**src/rtl/core/clr_pkg.sv**
```systemverilog
// shared types and codes for the clause reducer
`timescale 1ns / 1ps
package clr_pkg;

  localparam int MAX_VARS_DEF = 1023;
  localparam int MAX_LITS_DEF = 32;

  localparam int LIT_W = 11;
  localparam int DATA_W = 16;

  // request kinds
  localparam logic [1:0] REQ_ASSIGN   = 2'd0;
  localparam logic [1:0] REQ_UNASSIGN = 2'd1;
  localparam logic [1:0] REQ_CLAUSE   = 2'd2;

  // result status codes
  localparam logic [1:0] ST_KEPT  = 2'd0;
  localparam logic [1:0] ST_SAT   = 2'd1;
  localparam logic [1:0] ST_EMPTY = 2'd2;
  localparam logic [1:0] ST_OVF   = 2'd3;

  // assignment table codes
  localparam logic [1:0] TBL_NONE  = 2'd0;
  localparam logic [1:0] TBL_TRUE  = 2'd1;
  localparam logic [1:0] TBL_FALSE = 2'd2;

  typedef struct packed {
    logic clearing;
    logic capture;
    logic exec;
    logic load_single;
    logic buf_rd;
    logic load_kept;
    logic clause_done;
  } cmd_t;

  typedef struct packed {
    logic clear_done;
    logic out_free;
    logic clause_end;
    logic single;
    logic last_kept;
  } stat_t;

endpackage

```
**src/rtl/core/clause_reducer.sv**
```systemverilog
// top level of the clause reducer
//
// simplifies clauses against a table of assigned variables
// input stream: s_tuser carries the request kind (assign, unassign, clause
//   literal), s_tdata the signed literal, s_tlast the end of a clause
// output stream: m_tdata carries a surviving literal (zero otherwise),
//   m_tuser the status code and the unit flag, m_tlast the final word of
//   a clause
// after reset the assignment table is cleared one entry a cycle, all
//   MAX_VARS+1 entries; s_tready stays low until that is done
// every input word is first captured while the table is read, and then
//   updates the table or the clause buffer; s_tready stays low meanwhile
// on a clause end the single outcome (satisfied, empty, overflow) is loaded
//   into the output register from the finish state; otherwise each kept
//   literal is first read into a register from the clause buffer
// one output register parts the two sides; a stalled receiver only holds
//   the block when a new result must be loaded into a full register
`timescale 1ns / 1ps
module clause_reducer #(
  parameter int MAX_VARS = clr_pkg::MAX_VARS_DEF,
  parameter int MAX_LITS = clr_pkg::MAX_LITS_DEF
) (
  input  logic                        clk,
  input  logic                        rst,
  input  logic                        s_tvalid,
  output logic                        s_tready,
  input  logic [clr_pkg::DATA_W-1:0]  s_tdata,  // [10:0] lit
  input  logic [1:0]                  s_tuser,  // [1:0] req_type
  input  logic                        s_tlast,
  output logic                        m_tvalid,
  input  logic                        m_tready,
  output logic [clr_pkg::DATA_W-1:0]  m_tdata,  // [10:0] out_lit
  output logic [2:0]                  m_tuser,  // [1:0] status, [2] is_unit
  output logic                        m_tlast
);
  import clr_pkg::*;

  cmd_t  cmd;
  stat_t stat;

  logic [1:0]       status;
  logic [LIT_W-1:0] out_lit;
  logic             is_unit;

  clr_ctrl u_ctrl (
    .clk      (clk),
    .rst      (rst),
    .s_tvalid (s_tvalid),
    .s_tready (s_tready),
    .stat     (stat),
    .cmd      (cmd)
  );

  clr_dp #(
    .MAX_VARS (MAX_VARS),
    .MAX_LITS (MAX_LITS)
  ) u_dp (
    .clk        (clk),
    .rst        (rst),
    .cmd        (cmd),
    .stat       (stat),
    .in_type    (s_tuser),
    .in_lit     (s_tdata[LIT_W-1:0]),
    .in_end     (s_tlast),
    .out_valid  (m_tvalid),
    .out_ready  (m_tready),
    .out_status (status),
    .out_lit    (out_lit),
    .out_unit   (is_unit),
    .out_last   (m_tlast)
  );

  assign m_tdata = {{(DATA_W - LIT_W){1'b0}}, out_lit};
  assign m_tuser = {is_unit, status};

endmodule

```
**src/rtl/core/clr_ctrl.sv**
```systemverilog
// controller state machine for the clause reducer
`timescale 1ns / 1ps
module clr_ctrl (
  input  logic           clk,
  input  logic           rst,
  input  logic           s_tvalid,
  output logic           s_tready,
  input  clr_pkg::stat_t stat,
  output clr_pkg::cmd_t  cmd
);
  import clr_pkg::*;

  typedef enum logic [2:0] {
    S_CLEAR,
    S_IDLE,
    S_EXEC,
    S_FINISH,
    S_EMIT_RD,
    S_EMIT_WR
  } state_t;

  state_t state;

  assign s_tready = (state == S_IDLE);

  always_comb begin
    cmd = '0;
    unique case (state)
      S_CLEAR:   cmd.clearing = 1'b1;
      S_IDLE:    cmd.capture = s_tvalid;
      S_EXEC:    cmd.exec = 1'b1;
      S_FINISH: begin
        if (stat.single && stat.out_free) begin
          cmd.load_single = 1'b1;
          cmd.clause_done = 1'b1;
        end
      end
      S_EMIT_RD: cmd.buf_rd = 1'b1;
      S_EMIT_WR: begin
        if (stat.out_free) begin
          cmd.load_kept = 1'b1;
          cmd.clause_done = stat.last_kept;
        end
      end
      default: cmd = '0;
    endcase
  end

  always_ff @(posedge clk) begin
    if (rst) begin
      state <= S_CLEAR;
    end else begin
      unique case (state)
        S_CLEAR: if (stat.clear_done) state <= S_IDLE;
        S_IDLE:  if (s_tvalid) state <= S_EXEC;
        S_EXEC:  state <= stat.clause_end ? S_FINISH : S_IDLE;
        S_FINISH: begin
          if (!stat.single) begin
            state <= S_EMIT_RD;
          end else if (stat.out_free) begin
            state <= S_IDLE;
          end
        end
        S_EMIT_RD: state <= S_EMIT_WR;
        S_EMIT_WR: begin
          if (stat.out_free) begin
            state <= stat.last_kept ? S_IDLE : S_EMIT_RD;
          end
        end
        default: state <= S_IDLE;
      endcase
    end
  end

endmodule

```
**src/rtl/core/clr_dp.sv**
```systemverilog
// datapath: assignment table, clause buffer, clause flags and output register
`timescale 1ns / 1ps
module clr_dp #(
  parameter int MAX_VARS = clr_pkg::MAX_VARS_DEF,
  parameter int MAX_LITS = clr_pkg::MAX_LITS_DEF
) (
  input  logic                       clk,
  input  logic                       rst,
  input  clr_pkg::cmd_t              cmd,
  output clr_pkg::stat_t             stat,
  input  logic [1:0]                 in_type,
  input  logic [clr_pkg::LIT_W-1:0]  in_lit,
  input  logic                       in_end,
  output logic                       out_valid,
  input  logic                       out_ready,
  output logic [1:0]                 out_status,
  output logic [clr_pkg::LIT_W-1:0]  out_lit,
  output logic                       out_unit,
  output logic                       out_last
);
  import clr_pkg::*;

  localparam int VAR_W = $clog2(MAX_VARS + 1);
  localparam int IDX_W = $clog2(MAX_LITS);
  localparam int CNT_W = $clog2(MAX_LITS + 1);

  logic [1:0]       tbl [MAX_VARS + 1];
  logic [LIT_W-1:0] cbuf [MAX_LITS];

  logic [VAR_W-1:0] clr_cnt;
  logic             clr_end;

  // captured item
  logic [1:0]       type_q;
  logic [LIT_W-1:0] lit_q;
  logic             end_q;
  logic             var_ok_q;
  logic             neg_q;
  logic [VAR_W-1:0] var_q;
  logic [1:0]       tbl_q;

  logic [CNT_W-1:0] kept;
  logic [CNT_W-1:0] idx;
  logic             sat;
  logic             ovf;
  logic [LIT_W-1:0] cbuf_q;

  // literal decode on the input side
  logic [LIT_W-1:0] mag;
  logic             in_neg;
  logic             in_ok;
  logic [VAR_W-1:0] in_var;

  assign in_neg = in_lit[LIT_W-1];
  assign mag    = in_neg ? (~in_lit + 1'b1) : in_lit;
  assign in_ok  = (mag != '0) && (32'(mag) <= 32'(MAX_VARS));
  assign in_var = VAR_W'(mag);

  // evaluation of the captured literal
  logic [1:0] cur;
  logic [1:0] pol;
  logic       room;

  assign cur  = var_ok_q ? tbl_q : TBL_NONE;
  assign pol  = neg_q ? TBL_FALSE : TBL_TRUE;
  assign room = kept < CNT_W'(MAX_LITS);

  // table write port
  logic             tbl_we;
  logic [VAR_W-1:0] tbl_wa;
  logic [1:0]       tbl_wd;

  always_comb begin
    tbl_we = 1'b0;
    tbl_wa = var_q;
    tbl_wd = TBL_NONE;
    if (cmd.clearing) begin
      tbl_we = 1'b1;
      tbl_wa = clr_cnt;
    end else if (cmd.exec && var_ok_q) begin
      if (type_q == REQ_ASSIGN) begin
        tbl_we = 1'b1;
        tbl_wd = pol;
      end else if (type_q == REQ_UNASSIGN) begin
        tbl_we = 1'b1;
      end
    end
  end

  logic kept_wr;
  assign kept_wr = cmd.exec && (type_q == REQ_CLAUSE) && !sat &&
                   (cur != pol) && (cur == TBL_NONE) && room;

  always_ff @(posedge clk) begin
    if (tbl_we) tbl[tbl_wa] <= tbl_wd;
    if (cmd.capture) tbl_q <= tbl[in_var];
  end

  always_ff @(posedge clk) begin
    if (kept_wr) cbuf[kept[IDX_W-1:0]] <= lit_q;
    if (cmd.buf_rd) cbuf_q <= cbuf[idx[IDX_W-1:0]];
  end

  assign clr_end = (clr_cnt == VAR_W'(MAX_VARS));

  always_ff @(posedge clk) begin
    if (rst) begin
      clr_cnt <= '0;
    end else if (cmd.clearing && !clr_end) begin
      clr_cnt <= clr_cnt + 1'b1;
    end
  end

  always_ff @(posedge clk) begin
    if (cmd.capture) begin
      type_q   <= in_type;
      lit_q    <= in_lit;
      end_q    <= in_end;
      var_ok_q <= in_ok;
      neg_q    <= in_neg;
      var_q    <= in_var;
    end
  end

  // clause state
  always_ff @(posedge clk) begin
    if (rst) begin
      kept <= '0;
      idx  <= '0;
      sat  <= 1'b0;
      ovf  <= 1'b0;
    end else if (cmd.clause_done) begin
      kept <= '0;
      idx  <= '0;
      sat  <= 1'b0;
      ovf  <= 1'b0;
    end else begin
      if (cmd.exec && (type_q == REQ_CLAUSE) && !sat) begin
        if (cur == pol) begin
          sat <= 1'b1;
        end else if (cur == TBL_NONE) begin
          if (room) kept <= kept + 1'b1;
          else ovf <= 1'b1;
        end
      end
      if (cmd.load_kept) idx <= idx + 1'b1;
    end
  end

  // output register
  always_ff @(posedge clk) begin
    if (rst) begin
      out_valid <= 1'b0;
    end else if (cmd.load_single || cmd.load_kept) begin
      out_valid <= 1'b1;
    end else if (out_ready) begin
      out_valid <= 1'b0;
    end
  end

  always_ff @(posedge clk) begin
    if (cmd.load_single) begin
      out_status <= sat ? ST_SAT : (ovf ? ST_OVF : ST_EMPTY);
      out_lit    <= '0;
      out_unit   <= 1'b0;
      out_last   <= 1'b1;
    end else if (cmd.load_kept) begin
      out_status <= ST_KEPT;
      out_lit    <= cbuf_q;
      out_unit   <= (kept == CNT_W'(1));
      out_last   <= stat.last_kept;
    end
  end

  assign stat.clear_done = clr_end;
  assign stat.out_free   = !out_valid || out_ready;
  assign stat.clause_end = (type_q == REQ_CLAUSE) && end_q;
  assign stat.single     = sat || ovf || (kept == '0);
  assign stat.last_kept  = ((idx + 1'b1) == kept);

endmodule

```
**config.mk**
```make
export PLATFORM = sky130hd
export DESIGN_NAME = clause_reducer
export DESIGN_NICKNAME = d
export VERILOG_FILES = /design/src/rtl/core/clr_pkg.sv /design/src/rtl/core/clause_reducer.sv /design/src/rtl/core/clr_ctrl.sv /design/src/rtl/core/clr_dp.sv
export SDC_FILE = /design/constraint.sdc
export NUM_CORES = 2
export LEC_CHECK = 0
export BUFFER_PORTS_ARGS = -buffer_cell sky130_fd_sc_hd__clkbuf_2
export CORE_MARGIN = 2
export CORE_UTILIZATION = 30
export CTS_CLUSTER_SIZE = 30
export DETAILED_ROUTE_END_ITERATION = 7
export HOLD_SLACK_MARGIN = 0.12
export SKIP_CTS_REPAIR_TIMING = 1
export SLEW_MARGIN = 10
export SYNTH_ARGS = -nofsm -noshare
export SYNTH_HDL_FRONTEND = slang
export SYNTH_SLANG_ARGS = --single-unit
```
**constraint.sdc**
```tcl
create_clock -name clk -period 47.8 [get_ports clk]
set_input_delay 4.78 -clock clk [delete_from_list [all_inputs] [get_ports clk]]
set_output_delay 4.78 -clock clk [all_outputs]
set_load 0.05 [all_outputs]
```
==> qor.yml <==
synth-seq-area-share: 0.732
layout_common_cells: "2439 x edfxtp_1, 1147 x nor2_1, 707 x nand2_1"
slew_viol_final: 0
postRouteAntennaNets: 0
seqPwrFrac: 0.524
power_density_nw_per_um2: 39.3
grt_pass1_wl_um: 413000
drtPass1Iterations: 6
p_switching_mw: 1.02
cts_buffers: 248
wl_per_cell_um: 26.2
overflow: 0
io_buffers: 34
fin_crit_sh: 0.232
synthArstFlopShare: 0
leakagePower_nw: 30.6
grt_busiest_layer: "met2"
wirelength_um: 289000
synth_area_um2: 101000
fin_skew_ns: 0.110
drive_above_1_share: 0.173
cts_sinks: 2480
cp.required_ns: 48.44
cp-end-kind: "register"
hold_class: "register to register"
grt_pass1_vias: 57600
ir_drop_mv: 0.0332
maxCapViolCount: 0
cts_htree_levels: 4
slew_headroom: 0.0585
clockBufferDepth: 4
ys_types: 78
cp_slowest_cell: "buf_4"
drt_iter0_drc: 8406
path_common_cell: "buf_4"
final_nets: 6336
die-area_um2: 342000
core_area_um2: 336000
intPower_mw: 3.46
use_met3: 0.0318
crit_fanout: 77
crit_type: "input pin to register"
vias: 58200
use_met2: 0.261
yosysWarnings: 0
fmax_mhz: 90.2
grt_util_all_layers: 0.165
num_rows: 213
path_buf_inv: 7
grt_setup_unrepaired: "false"
start_kind: "input pin"
finalSetupTns_ns: 0
ys.flop_type: "edfxtp_1"
met1_usage: 0.226
ys_seq_elements: 2480
tightest_slew_ns: 1.41
share_comb_of_total_power: 0.058
dieHeight_um: 585
io_pins: 45
fillers: 32000
insertion_delay_ns: 0.94
fin_crit_ns: 11.09
synth_edf_count: 2439
status: "finished clean"
clk_pin_slew_ns: 0.06
die_width_um: 585
worstPathCellList: "buf_8 > inv_2 > ha_1 > mux2i_4 > buf_4 > inv_8 > buf_4 > buf_4 > buf_4 > mux4_2 > mux2i_1 > a21oi_1 > o311ai_1 > o32ai_1 > or4_1 > o32a_1"
via_per_inst: 5.28
layout_commonest_cell: "edfxtp_1"
syn_avg_cell_area_um2: 15.9
hpwl_um: 163000
cts_tree: "done"
setup_viol: 0
syn_to_final_growth_pct: 12.8
slowest_delay_ns: 0.83
hold_viol: 0
switching_share: 0.228
place_congestion: 0.854
cp.arrival_ns: 11.73
root_buffer: "clkbuf_16"
critical-path-top-delay-family: "buffers and inverters"
drc: 0
grt_max_degree: 229
synthCells: 6341
clock_power_share: 0.417
finalPower_mw: 4.49
grt_antenna_before_repair: 14
start_util: 0.301
## synthesized netlist by cell type, drive strengths merged (4+ instances only)
master | n | area share
a2111oi | 8 | 0.00075
a211oi | 21 | 0.0016
a21oi | 68 | 0.0034
a221oi | 6 | 0.00052
a22oi | 46 | 0.0034
a311o | 5 | 0.00049
a311oi | 53 | 0.0046
a31oi | 47 | 0.0029
a32oi | 23 | 0.0020
a41oi | 5 | 0.00043
and2 | 10 | 0.00062
and3 | 40 | 0.0025
buf | 223 | 0.011
clkbuf | 260 | 0.0097
dfxtp | 41 | 0.0081
edfxtp | 2439 | 0.72
ha | 8 | 0.00099
inv | 23 | 0.00085
mux2 | 13 | 0.0014
mux2i | 77 | 0.0076
mux4 | 494 | 0.11
nand2 | 747 | 0.028
nand2b | 12 | 0.00082
nand3 | 237 | 0.012
nand3b | 11 | 0.00082
nand4 | 21 | 0.0013
nor2 | 1155 | 0.043
nor2b | 6 | 0.00037
nor3 | 43 | 0.0021
nor3b | 5 | 0.00037
nor4 | 8 | 0.00049
o2111ai | 8 | 0.00069
o211ai | 10 | 0.00074
o21a | 4 | 0.00030
o21ai | 39 | 0.0020
o22ai | 19 | 0.0012
o31ai | 10 | 0.00079
o32ai | 4 | 0.00035
o41ai | 6 | 0.00052
or2 | 6 | 0.00037
or3 | 9 | 0.00056
or4 | 6 | 0.00048
xnor2 | 17 | 0.0015
xor2 | 13 | 0.0014
## routing by layer
| layer | part of all wire | wire length, um |
|---|---|---|
| met4 | 0.038 | 10900 |
| met3 | 0.10 | 29300 |
| met1 | 0.40 | 114000 |
| met2 | 0.47 | 135000 |
| met5 | 0.00037 | 106 |
## worst paths after layout
check             slack [ns]  cells past startpoint             from               end
setup reg to reg       43.06                      5  u_ctrl.state[1]  u_dp.tbl[185][0]
hold reg to reg         0.46                      2  u_dp.out_lit[4]   u_dp.out_lit[4]
hold / removal          0.46                      2  u_dp.out_lit[4]   u_dp.out_lit[4]
setup / recovery       36.71                     16       s_tdata[0]     u_dp.tbl_q[0]
## worst register-to-register path, delay by kind of cell (launching register included)
family | cells | cell delay [ns]
buffers and inverters | 3 | 2.98
DFF | 1 | 0.51
and+or+nand+nor | 2 | 0.78
## state kept, by name, indices dropped and copies added, names as in the netlist, 6 cells and up
signal,cells
u_dp.cbuf_q,11
u_dp.kept,6
u_dp.clr_cnt,10
u_dp.idx,6
u_dp.out_lit,11
u_dp.lit_q,10
u_dp.var_q,9
u_dp.cbuf,352
u_dp.tbl,2048
## power by group through the flow
stage / Combinational, mW / Sequential [mW] / Clock [mW]
global placement: 0.256 / 2.40 / 0
CTS: 0.257 / 2.35 / 1.90
floorplan: 0.148 / 2.40 / 0
detailed placement: 0.256 / 2.40 / 0
finish: 0.261 / 2.35 / 1.87
global route: 0.270 / 2.35 / 1.98
## final cells by class
| type | instances | area [um^2] | area share |
|---|---|---|---|
| Sequential cell | 2480 | 74100 | 0.649 |
| Multi-Input combinational cell | 3359 | 25100 | 0.220 |
| Clock buffer | 301 | 6460 | 0.0567 |
| Tap cell | 4515 | 5650 | 0.0495 |
| Timing Repair Buffer | 193 | 1500 | 0.0132 |
| Clock inverter | 154 | 1220 | 0.0107 |
| Inverter | 23 | 106 | 0.000932 |
| Antenna cell | 2 | 5.00 | 0.0000439 |
## per-stage QoR
step	instances	hold WS (ns)	area [um^2]	utilization	setup slack [ns]
floorplan	6345	0.432	101000	-	20.83
global placement	10600	0.450	106000	0.317	35.80
detailed placement	10600	0.452	106000	0.317	35.79
CTS	11000	0.457	114000	0.339	36.73
global route	11000	0.483	114000	0.340	36.51
finish	11000	0.462	114000	0.340	36.71
## logic make-up after synthesis
kind of cell	Yosys count	synth area share
other cells	1	0.0000371
simple gates	2325	0.0940
flops	2480	0.732
fa+ha+maj	8	0.000990
mux	584	0.119
compound gates	407	0.0288
xor+xnor	30	0.00290
buf+inv	506	0.0218
(Power assumes the default switching activity.)
